**src/rtl/assert_macros.svh**
```systemverilog
// Assertion macros shared by the code builder RTL.
// No dependencies; the checks compile to nothing when SYNTHESIS is defined.
`ifndef ASSERT_MACROS_SVH
`define ASSERT_MACROS_SVH
`ifndef SYNTHESIS
`define CHB_ASSERT(lbl, clk, rstn, prop) \
    lbl: assert property (@(posedge clk) disable iff (!rstn) prop) \
        else $error("assertion failed");
`define CHB_NEVER(lbl, clk, rstn, expr) \
    lbl: assert property (@(posedge clk) disable iff (!rstn) !(expr)) \
        else $error("forbidden condition seen");
`else
`define CHB_ASSERT(lbl, clk, rstn, prop)
`define CHB_NEVER(lbl, clk, rstn, expr)
`endif
`endif

```
**src/rtl/chb_pkg.sv**
```systemverilog
// Shared constants and types of the canonical Huffman code builder.
// No dependencies.
package chb_pkg;
    localparam int MAX_CODE_BITS = 16;
    localparam int SYMBOL_COUNT  = 256;

    localparam int KIND_W    = 2;
    localparam int LIDX_W    = 5;
    localparam int CNT_W     = 8;
    localparam int SYM_W     = 8;
    localparam int CODE_W    = 16;
    localparam int LEN_W     = 5;
    localparam int NEXT_W    = 17;
    localparam int SYM_IDX_W = $clog2(SYMBOL_COUNT);
    localparam int LEN_IDX_W = $clog2(MAX_CODE_BITS);

    typedef enum logic [KIND_W-1:0] {
        KIND_START  = 2'd0,
        KIND_LOAD   = 2'd1,
        KIND_APPEND = 2'd2,
        KIND_LOOKUP = 2'd3
    } t_kind;

    typedef struct packed {
        logic start;
        logic load;
        logic append;
    } t_alloc_cmd;

    typedef struct packed {
        logic              status;
        logic [CODE_W-1:0] code;
        logic [LEN_W-1:0]  length;
    } t_alloc_res;

    typedef struct packed {
        logic                 en;
        logic [SYM_IDX_W-1:0] addr;
        logic [CODE_W-1:0]    code;
        logic [LEN_W-1:0]     length;
    } t_store_wr;
endpackage

```
**src/rtl/chb_alloc.sv**
```systemverilog
// Canonical code allocator: length counts, running code and length state.
// Depends on chb_pkg and assert_macros.svh.
`include "assert_macros.svh"
module chb_alloc (
    input  logic                       i_clk,
    input  logic                       i_rst_n,
    input  chb_pkg::t_alloc_cmd        i_cmd,
    input  logic [chb_pkg::LIDX_W-1:0] i_length_index,
    input  logic [chb_pkg::CNT_W-1:0]  i_code_count,
    output chb_pkg::t_alloc_res        o_res
);
    import chb_pkg::*;

    logic [CNT_W-1:0]     r_counts [MAX_CODE_BITS];
    logic [LEN_W-1:0]     r_cur;
    logic [NEXT_W-1:0]    r_next;
    logic [CNT_W-1:0]     r_left;

    logic                 found;
    logic [LEN_IDX_W-1:0] pick;
    logic [LEN_W-1:0]     len_new;
    logic [LEN_W-1:0]     step;
    logic                 enter;
    logic                 no_code;
    logic [LEN_W-1:0]     eff_cur;
    logic [NEXT_W-1:0]    eff_next;
    logic [CNT_W-1:0]     eff_left;
    logic [LIDX_W-1:0]    lidx_m1;
    logic                 lidx_ok;

    always_comb begin
        found = 1'b0;
        pick  = '0;
        for (int i = MAX_CODE_BITS - 1; i >= 0; i--) begin
            if (r_counts[i] != '0 && LEN_W'(i) >= r_cur) begin
                found = 1'b1;
                pick  = LEN_IDX_W'(i);
            end
        end
    end

    assign len_new  = LEN_W'(pick) + LEN_W'(1);
    assign step     = len_new - r_cur;
    assign enter    = (r_left == '0);
    assign no_code  = enter && !found;
    assign eff_cur  = enter ? len_new : r_cur;
    assign eff_next = enter ? (r_next << step) : r_next;
    assign eff_left = enter ? r_counts[pick] : r_left;

    assign lidx_m1 = i_length_index - LIDX_W'(1);
    assign lidx_ok = (i_length_index != '0) && (i_length_index <= LIDX_W'(MAX_CODE_BITS));

    always_comb begin
        o_res.status = no_code;
        o_res.code   = no_code ? '0 : eff_next[CODE_W-1:0];
        o_res.length = no_code ? '0 : eff_cur;
    end

    always_ff @(posedge i_clk) begin
        if (!i_rst_n || i_cmd.start) begin
            for (int i = 0; i < MAX_CODE_BITS; i++) begin
                r_counts[i] <= '0;
            end
            r_cur  <= '0;
            r_next <= '0;
            r_left <= '0;
        end else begin
            if (i_cmd.load && lidx_ok) begin
                r_counts[lidx_m1[LEN_IDX_W-1:0]] <= i_code_count;
            end
            if (i_cmd.append && !no_code) begin
                r_cur  <= eff_cur;
                r_next <= eff_next + NEXT_W'(1);
                r_left <= eff_left - CNT_W'(1);
            end
        end
    end

    `CHB_ASSERT(a_no_length_no_left, i_clk, i_rst_n, (r_cur == '0) |-> (r_left == '0))
    `CHB_ASSERT(a_cur_in_range, i_clk, i_rst_n, r_cur <= LEN_W'(MAX_CODE_BITS))
    `CHB_ASSERT(a_append_has_length, i_clk, i_rst_n, (i_cmd.append && !o_res.status) |-> (o_res.length != '0))
endmodule

```
**config.mk**
```make
export PLATFORM = sky130hd
export DESIGN_NAME = chb_alloc
export DESIGN_NICKNAME = d
export VERILOG_FILES = /design/src/rtl/chb_pkg.sv /design/src/rtl/chb_alloc.sv
export VERILOG_INCLUDE_DIRS = /design/src /design/src/rtl
export SDC_FILE = /design/constraint.sdc
export NUM_CORES = 1
export LEC_CHECK = 0
export ABC_AREA = 1
export ABC_CLOCK_PERIOD_IN_PS = 6330
export BUFFER_PORTS_ARGS = -buffer_cell sky130_fd_sc_hd__buf_2
export CAP_MARGIN = 20
export CORE_UTILIZATION = 63
export CTS_CLUSTER_SIZE = 10
export DETAILED_ROUTE_END_ITERATION = 12
export PLACE_DENSITY = 0.81
export SLEW_MARGIN = 5
export SYNTH_ARGS = -nofsm -noshare
export SYNTH_HDL_FRONTEND = slang
export SYNTH_SLANG_ARGS = --single-unit
```
**constraint.sdc**
```tcl
create_clock -name i_clk -period 6.33 [get_ports i_clk]
set_input_delay 0.9495 -clock i_clk [delete_from_list [all_inputs] [get_ports i_clk]]
set_output_delay 0.9495 -clock i_clk [all_outputs]
set_load 0.01 [all_outputs]
```
==> flow_summary.toml, run 1 <==
[clock_tree]
cts-root-buf = "clkbuf_16"
htreeDepth = 4
cts_hold_buf = 0
clkTransAtPathRegs_ps = 70
clockBufferDepth = 2
ctsResizeCount = 0
cts_buffers = 17
cts.sinks = 157
tritoncts = "done"
cts_setup_buffers = 0
clkLatencyLatePin_ps = 430

[power_and_ir_drop]
switching_power_mw = 1.19
p_clk_share_pct = 32.7
power.density_mw_per_mm2 = 314
pwr-share-seq_pct = 36.1
pwr-share-comb_pct = 31.2
sw_frac_of_total_pct = 36.0
power.internal_mw = 2.13
ir_drop_mv = 0.336
p_leak_nw = 4.71

[place]
place_area_mm2 = 0.00997
place_hpwl_um = 18700
portBuffers = 39
gp_congestion = 1.02

[global_route]
first_global_vias = 8090
grtUsageTotal_pct = 34.3
antenna_found_initial = 0
grt_max_degree = 84
grt_pass1_wl_um = 41300
grt_remaining_overflow = 0

[outcome]
status = "finished clean"

[drt]
dr.pass1.iters = 7
ant_nets = 0
drtIter0Drc = 1125
remaining_drc_errors = 0
wl_per_cell_um = 17.4
wl_um = 26200
via_per_inst = 5.94
vias = 8911

[floorplan]
coreArea_mm2 = 0.0151
die_h_um = 126
io_pins = 40
die_area_mm2 = 0.0159
start_util_pct = 64.2
dieWidth_um = 126
rows = 45

[setup_path]
crit_arrival_ps = 4710
critPathKind = "flop to primary output"
cp-end-kind = "primary output"
critPathMaxFanout = 10
worst_setup_path_start_kind = "flop"
required_ps = 5380

[yosys]
synthCells = 1289
async_reset_ff_share_pct = 0
ys_warn_count = 0
synth-seq-area-share_pct = 45.5
syn_area_mm2 = 0.00972
synth_cell_type_count = 50
synth_area_per_cell_um2 = 7.54
synth_seq_cells = 157
synth-edff-count = 128
synthFlopType = "edfxtp_1"
syn_nets = 1315

[timing]
hold_violations = 0
fin_tns_setup_ps = 0
tightest_slew_ps = 890
fmax_mhz = 177
setup_viol = 0
clock_skew_ps = 10.8
drv_slew = 0
rsz0062_at_grt = "no"
period_minus_slack_ps = 5660
min_period_over_period_pct = 89.5
slew_headroom_pct = 40.6

[cells_and_area]
fin_nets = 1327
num_antenna_cells = 0
syn_to_final_growth_pct = 8.93
design_area_mm2 = 0.0106
drive_above_1_share_pct = 10.8

[worst_hold_path]
min_path_type = "flop to flop"

[flow_run]
drv_cap = 0
[per-layer routing]
| metal | vias up | track usage (%) | part of all wire, % |
|---|---|---|---|
| met5 | - | 0 | 0 |
| met4 | 0 | 14.9 | 3.5 |
| met3 | 84 | 6.75 | 9.5 |
| met2 | 486 | 54.9 | 46 |
| met1 | 4087 | 45.4 | 41 |
| li1 | 4254 | - | - |
[cells in the mapped netlist, types with 2 or more instances]
| cell | count | area share (%) |
|---|---|---|
| dfxtp_1 | 29 | 6.0 |
| edfxtp_1 | 128 | 40 |
| o21ai_2 | 7 | 0.63 |
| nand4_1 | 31 | 2.0 |
| a21o_1 | 2 | 0.15 |
| inv_1 | 178 | 6.9 |
| buf_1 | 4 | 0.15 |
| nand3_1 | 138 | 7.1 |
| nor2_4 | 5 | 0.58 |
| o21ai_1 | 19 | 0.98 |
| ha_1 | 7 | 0.90 |
| nor2_2 | 7 | 0.45 |
| or4_1 | 2 | 0.15 |
| nor3_1 | 10 | 0.51 |
| o22ai_1 | 2 | 0.13 |
| nor2_1 | 228 | 8.8 |
| nand4_2 | 2 | 0.26 |
| a21oi_1 | 58 | 3.0 |
| o21bai_1 | 4 | 0.31 |
| a22oi_1 | 2 | 0.15 |
| nand3_2 | 5 | 0.51 |
| xnor2_1 | 5 | 0.45 |
| o211ai_1 | 10 | 0.77 |
| o21ai_0 | 68 | 3.5 |
| inv_2 | 12 | 0.46 |
| clkbuf_1 | 34 | 1.3 |
| inv_4 | 2 | 0.13 |
| nand2_1 | 215 | 8.3 |
| buf_6 | 5 | 0.58 |
| buf_2 | 11 | 0.57 |
| mux2i_1 | 4 | 0.41 |
| nand3b_1 | 10 | 0.77 |
| a21oi_2 | 3 | 0.27 |
| clkinv_1 | 2 | 0.077 |
| xor2_1 | 9 | 0.81 |
| nor4_1 | 4 | 0.26 |
| buf_4 | 5 | 0.39 |
| nand2_2 | 10 | 0.64 |
[power by group through the flow]
| stage | Combinational, mW | Clock (mW) | Sequential [mW] |
|---|---|---|---|
| global placement | 0.997 | 0 | 1.22 |
| finish | 1.04 | 1.09 | 1.20 |
| CTS | 1.01 | 1.08 | 1.20 |
| floorplan | 0.765 | 0 | 1.21 |
| global route | 1.14 | 1.13 | 1.20 |
| detailed placement | 1.01 | 0 | 1.22 |
[per-stage QoR]
stage / setup slack, ps / hold slack, ps / instances / total power, mW / util (%)
after global routing: 288 / 543 / 1501 / 3.48 / 69.9
after CTS: 745 / 523 / 1501 / 3.29 / 69.9
after detailed placement: 1220 / 511 / 1470 / 2.22 / 65.8
after floorplan: 1500 / 480 / 1289 / 1.98 / -
final: 667 / 518 / 1501 / 3.32 / 69.9
after global placement: 1250 / 508 / 1470 / 2.21 / 65.8
[critical path, cell delays in order (launching register included)]
cell      delay (ps)
edfxtp_1         360
inv_1            100
nand4_1          110
nor2_1           210
nor2_1           110
nor2_1           120
and3_1           260
nand2_1          130
nor2_1           590
inv_2            190
xor2_1           230
ha_1             350
nand2_1           60
o21ai_0          190
xor2_1           250
inv_1             70
nand2_1           90
nand2_2          100
inv_4            130
nand4_1           90
o21ai_1          220
inv_1            100
nor2_1            90
buf_2            130
[registers in the layout (all words and copies together), names as in the netlist]
register,flops
r_counts,128
r_left,8
r_next,16
r_cur,5
[logic make-up after synthesis]
logic type | Yosys count | share of synthesized area, %
buf+inv | 253 | 10.5
simple gates | 672 | 30.7
xor+xnor | 14 | 1.26
compound gates | 181 | 10.4
flops | 157 | 45.5
mux | 4 | 0.412
fa+ha+maj | 8 | 1.11
[layout make-up]
type | count | area [um^2]
clock buffer | 17 | 425
clock inverter | 14 | 198
fill | 1228 | 4550
inverter | 194 | 733
multi-input combinational | 879 | 4280
sequential | 157 | 4420
tap | 188 | 235
timing repair buffer | 52 | 293
[final timing paths]
check,from,to,slack [ps],cells past startpoint
min reg2reg,r_next[1],r_next[1],520,2
max,r_counts[4][7],o_res[15],670,23
min,r_next[1],r_next[1],520,2
max reg2reg,r_counts[4][7],r_next[8],1230,27
[layout by cell type, fill, tap and decap left out, drive strengths merged, types with 17 or more instances in the layout]
cell and count:
edfxtp 128, nand3 143, clkbuf 17, nand4 33, inv 201, a21oi 62
nor2 240, dfxtp 29, o21ai 94, buf 52, nand2 225
Power figures use the tool's default switching activity.
==> run 2: changes to the inputs <==
CORE_UTILIZATION = 48   (was 63)
PLACE_DENSITY = not set   (was 0.81)
==> run 2 against run 1 <==
  * Combinational power barely moved
  * Sequential power barely moved
  * Clock-buffer cell count increased by 1
  * First-iteration DRC count is 14% lower
  * Clock skew about the same
  * Routed wire length increased by 6.6%
  * Non-clock buffer count rose by 2
  * Setup slack got worse by 39 ps
  * Critical path type unchanged
==> flow_summary.toml, run 2 (same netlist as run 1, synthesis figures left out) <==
[setup_path]
regToRegStartpoint = "r_cur[4]"
reg2reg_slack_ps = 1280
required_ps = 5380
crit_arrival_ps = 4750
critPathMaxFanout = 18
cp-end-kind = "primary output"
worst_setup_path_start_kind = "flop"
rr_worst_depth = 30
critPathKind = "flop to primary output"
reg2reg_to = "r_next[14]"

[place]
portBuffers = 39
preCtsSetupSlack_ps = 1160
gp_congestion = 0.914
place_hpwl_um = 19900
placedCellCount = 1549
place_area_mm2 = 0.0101

[cells_and_area]
seqCellArea_mm2 = 0.00442
largest_reg_flops = 128
fin_nets = 1329
largest_registers = "r_counts x128, r_next x16, r_left x8"
num_antenna_cells = 0
final_cell_mix = "nor2_1, nand2_1, inv_1"
final_util_pct = 54.4
drive_above_1_share_pct = 10.9
final_common_cell = "nor2_1"
stdcell_count = 1581
top_register = "r_counts"
n_fill_cell = 1910
design_area_mm2 = 0.0107
syn_to_final_growth_pct = 9.93
multiInputGateArea_mm2 = 0.00428

[global_route]
grt_max_degree = 84
grt_remaining_overflow = 0
antenna_found_initial = 0
first_global_vias = 7807
grt_pass1_wl_um = 42800
grtUsageTotal_pct = 28.0

[power_and_ir_drop]
p_leak_nw = 4.70
finalPower_mw = 3.32
power.density_mw_per_mm2 = 311
ir_drop_mv = 0.192

[timing]
worst_slack_ps = 628
hold_violations = 0
slew_headroom_pct = 39.4
timing.hold.ws_ps = 523
min_period_over_period_pct = 90.1
fin_tns_setup_ps = 0
rsz0062_at_grt = "no"
clock_skew_ps = 11.2
period_minus_slack_ps = 5700
drv_slew = 0
setup_viol = 0
fmax_mhz = 175
tightest_slew_ps = 908

[drt]
via_per_inst = 5.49
dr.pass1.iters = 6
remaining_drc_errors = 0
wl_per_cell_um = 17.6
drtIter0Drc = 966
wl_um = 27900
ant_nets = 0
vias = 8681

[worst_hold_path]
whs_endpoint = "r_next[1]"
worstHoldPathCells = 2
min_path_type = "flop to flop"
worstHoldStart = "r_next[1]"

[floorplan]
die_area_mm2 = 0.0208
start_util_pct = 49.5
coreArea_mm2 = 0.0197
rows = 51
io_pins = 40
dieWidth_um = 144
die_h_um = 144

[clock_tree]
cts-root-buf = "clkbuf_16"
htreeDepth = 4
cts_hold_buf = 0
clockBufferDepth = 2
clkLatencyLatePin_ps = 440
tritoncts = "done"
cts_buffers = 17
clkTransAtPathRegs_ps = 70
cts_setup_buffers = 0
cts.sinks = 157
ctsResizeCount = 0

[flow_run]
drv_cap = 0

[outcome]
status = "finished clean"
## run 2: cell type report
cell class	count	area share [%]
Clock inverter	14	1.69
Timing Repair Buffer	54	2.88
Multi-Input combinational cell	879	40.1
Clock buffer	18	4.01
Sequential cell	157	41.4
Inverter	194	6.86
Tap cell	265	3.10
## run 2: metal layers
metal | up-vias | global-route usage (%) | routed length (um)
met5 | - | 0 | 0
li1 | 4273 | - | -
met3 | 36 | 4.80 | 1920
met2 | 305 | 44.6 | 12800
met1 | 4067 | 38.8 | 12500
met4 | 0 | 8.53 | 580
## run 2: worst max path at each step
| stage | start | end | slack, ps | depth (start not counted) |
|---|---|---|---|---|
| 6_report | r_cur[4] | o_res[18] | 630 | 22 |
| 5_1_grt | r_cur[1] | o_res[15] | 230 | 27 |
| 4_1_cts | r_cur[4] | o_res[18] | 680 | 22 |
| 3_5_place_dp | r_cur[4] | o_res[18] | 1160 | 22 |
| 3_3_place_gp | r_cur[4] | o_res[14] | 1200 | 25 |
| 2_1_floorplan | r_cur[4] | o_res[19] | 1500 | 29 |
## run 2: power by group
part	switching [mW]	total (mW)	internal, mW
logic	0.711	1.03	0.320
registers	0.0279	1.20	1.17
clock network	0.466	1.09	0.629
total	1.20	3.32	2.12
## run 2: worst max-delay path, stage by stage (launching register included)
cell and delay [ps]:
dfxtp_1 390, nor2_4 230, inv_4 70, nor2_4 160
nand2_1 120, a31oi_1 340, a21oi_1 80, nand2_1 100
nand2_2 60, nand2_2 80, inv_2 110, ha_1 320
inv_1 70, fa_1 500, buf_4 210, inv_1 200
o21ai_0 290, nor2_1 70, a311oi_1 260, a21oi_1 70
a22oi_1 350, nor2_1 70, buf_2 150
==> run 3: changes to the inputs <==
CELL_PAD_IN_SITES_DETAIL_PLACEMENT = 2   (was not set)
CELL_PAD_IN_SITES_GLOBAL_PLACEMENT = 2   (was not set)
CORE_UTILIZATION = 37   (was 48)
PLACE_DENSITY_LB_ADDON = 0.1   (was not set)
==> run 3 against run 2 <==
  * Core utilization down 12 points
  * Die area rose by 29%
  * Clock-buffer cell count shrank 1
  * Power rose by 2.4%
  * Non-clock buffer count is 1 higher
  * Global-route usage increased by 0.83 points
  * Sequential share of layout area fell by 0.31 points
  * Fmax shrank 4.1%
  * Critical path type unchanged
  * Critical endpoint is now o_res[13]
  * Sequential cell count unchanged
  * Cell count increased by 4.2%
  * Critical path depth increased by 4
==> flow_summary.toml, run 3 (same netlist as run 1, synthesis figures left out) <==
[floorplan]
die_area_mm2 = 0.0269
rows = 58
start_util_pct = 38.2
dieWidth_um = 164
coreArea_mm2 = 0.0255
io_pins = 40
die_h_um = 164

[power_and_ir_drop]
pwr-share-comb_pct = 33.5
p_leak_nw = 4.72
power.density_mw_per_mm2 = 316
switching_power_mw = 1.38
pwr-share-seq_pct = 35.3
p_clk_share_pct = 31.2
sw_frac_of_total_pct = 40.5
power.internal_mw = 2.02
finalPower_mw = 3.40
ir_drop_mv = 0.185

[cells_and_area]
num_antenna_cells = 0
top_register = "r_counts"
largest_registers = "r_counts x128, r_next x16, r_left x8"
final_cell_mix = "nor2_1, nand2_1, inv_1"
seqCellArea_mm2 = 0.00443
multiInputGateArea_mm2 = 0.00429
n_fill_cell = 2955
drive_above_1_share_pct = 11.2
fin_nets = 1330
final_common_cell = "nor2_1"
syn_to_final_growth_pct = 10.8
largest_reg_flops = 128
design_area_mm2 = 0.0108

[global_route]
grt_pass1_wl_um = 56800
antenna_found_initial = 0
grt_remaining_overflow = 0
first_global_vias = 9856
grtUsageTotal_pct = 28.8
grt_max_degree = 84

[drt]
remaining_drc_errors = 0
dr.pass1.iters = 6
wl_per_cell_um = 22.5
drtIter0Drc = 518
vias = 9128
via_per_inst = 5.54
ant_nets = 0
wl_um = 37100

[setup_path]
critPathMaxFanout = 12
cpMostUsedCell = "nand2_1"
critPathMaxStageDelay_ps = 730
worst_setup_path_start_kind = "flop"
required_ps = 5380
crit_arrival_ps = 4990
critPathKind = "flop to primary output"
cp-end-kind = "primary output"
cp_slowest_cell = "fa_1"

[clock_tree]
clockBufferDepth = 2
cts.sinks = 157
ctsResizeCount = 0
cts-root-buf = "clkbuf_16"
cts_setup_buffers = 0
clkTransAtPathRegs_ps = 80
htreeDepth = 4
cts_buffers = 17
clkLatencyLatePin_ps = 470
cts_hold_buf = 0
tritoncts = "done"

[place]
place_area_mm2 = 0.0102
preCtsSetupSlack_ps = 837
gp_congestion = 0.848
portBuffers = 39
place_hpwl_um = 26700

[worst_hold_path]
min_path_type = "flop to flop"

[outcome]
status = "finished clean"

[timing]
rsz0062_at_grt = "yes"
tightest_slew_ps = 1010
min_period_over_period_pct = 93.9
setup_viol = 0
period_minus_slack_ps = 5940
clock_skew_ps = 19.9
drv_slew = 0
worst_slack_ps = 386
hold_violations = 0
slew_headroom_pct = 32.8
fmax_mhz = 168

[flow_run]
drv_cap = 0
[run 3: area by class of cell]
cell class                      count  area share, %
Clock buffer                       17           3.95
Clock inverter                     15           1.54
Inverter                          194           6.81
Multi-Input combinational cell    879           39.8
Sequential cell                   157           41.1
Tap cell                          330           3.83
Timing Repair Buffer               55           2.96
[run 3: metal layers]
layer / global-route usage, % / wire (um) / share of wire, %
met1: 35.3 / 15900 / 43
met4: 10.7 / 1020 / 2.8
met3: 4.92 / 1520 / 4.1
met2: 50.4 / 18600 / 50
met5: 0 / 0 / 0
[run 3: final timing paths]
kind | start | endpoint | slack (ps) | cells after the start
max | r_counts[11][4] | o_res[13] | 390 | 26
min | r_next[1] | r_next[1] | 520 | 2
max reg2reg | r_counts[0][4] | r_next[14] | 880 | 26
min reg2reg | r_next[1] | r_next[1] | 520 | 2
[run 3: through the flow]
step / TNS [ps] / hold WS (ps) / utilization (%) / std cells
after global routing: -93.5 / 548 / 42.3 / 1647
final: 0 / 524 / 42.3 / 1647
after floorplan: 0 / 480 / - / 1289
after global placement: 0 / 505 / 39.9 / 1615
after CTS: 0 / 529 / 42.2 / 1647
after detailed placement: 0 / 516 / 39.9 / 1615
[run 3: power groups by stage]
stage          clock (mW)  combinational, mW  sequential [mW]
6_report             1.06               1.14             1.20
5_1_grt              1.10               1.25             1.21
4_1_cts              1.07               1.14             1.20
3_5_place_dp            0               1.12             1.22
3_3_place_gp            0               1.09             1.22
2_1_floorplan           0              0.765             1.21
[run 3: worst max-delay path: cells and delay by family, from the launching register on]
family / cells / cell delay [ps]
AND/OR/NAND/NOR: 17 / 1930
adder cells (fa/ha/maj): 2 / 1060
buffers and inverters: 5 / 730
flip-flops: 1 / 410
AO/OA/AOI/OAI: 2 / 380
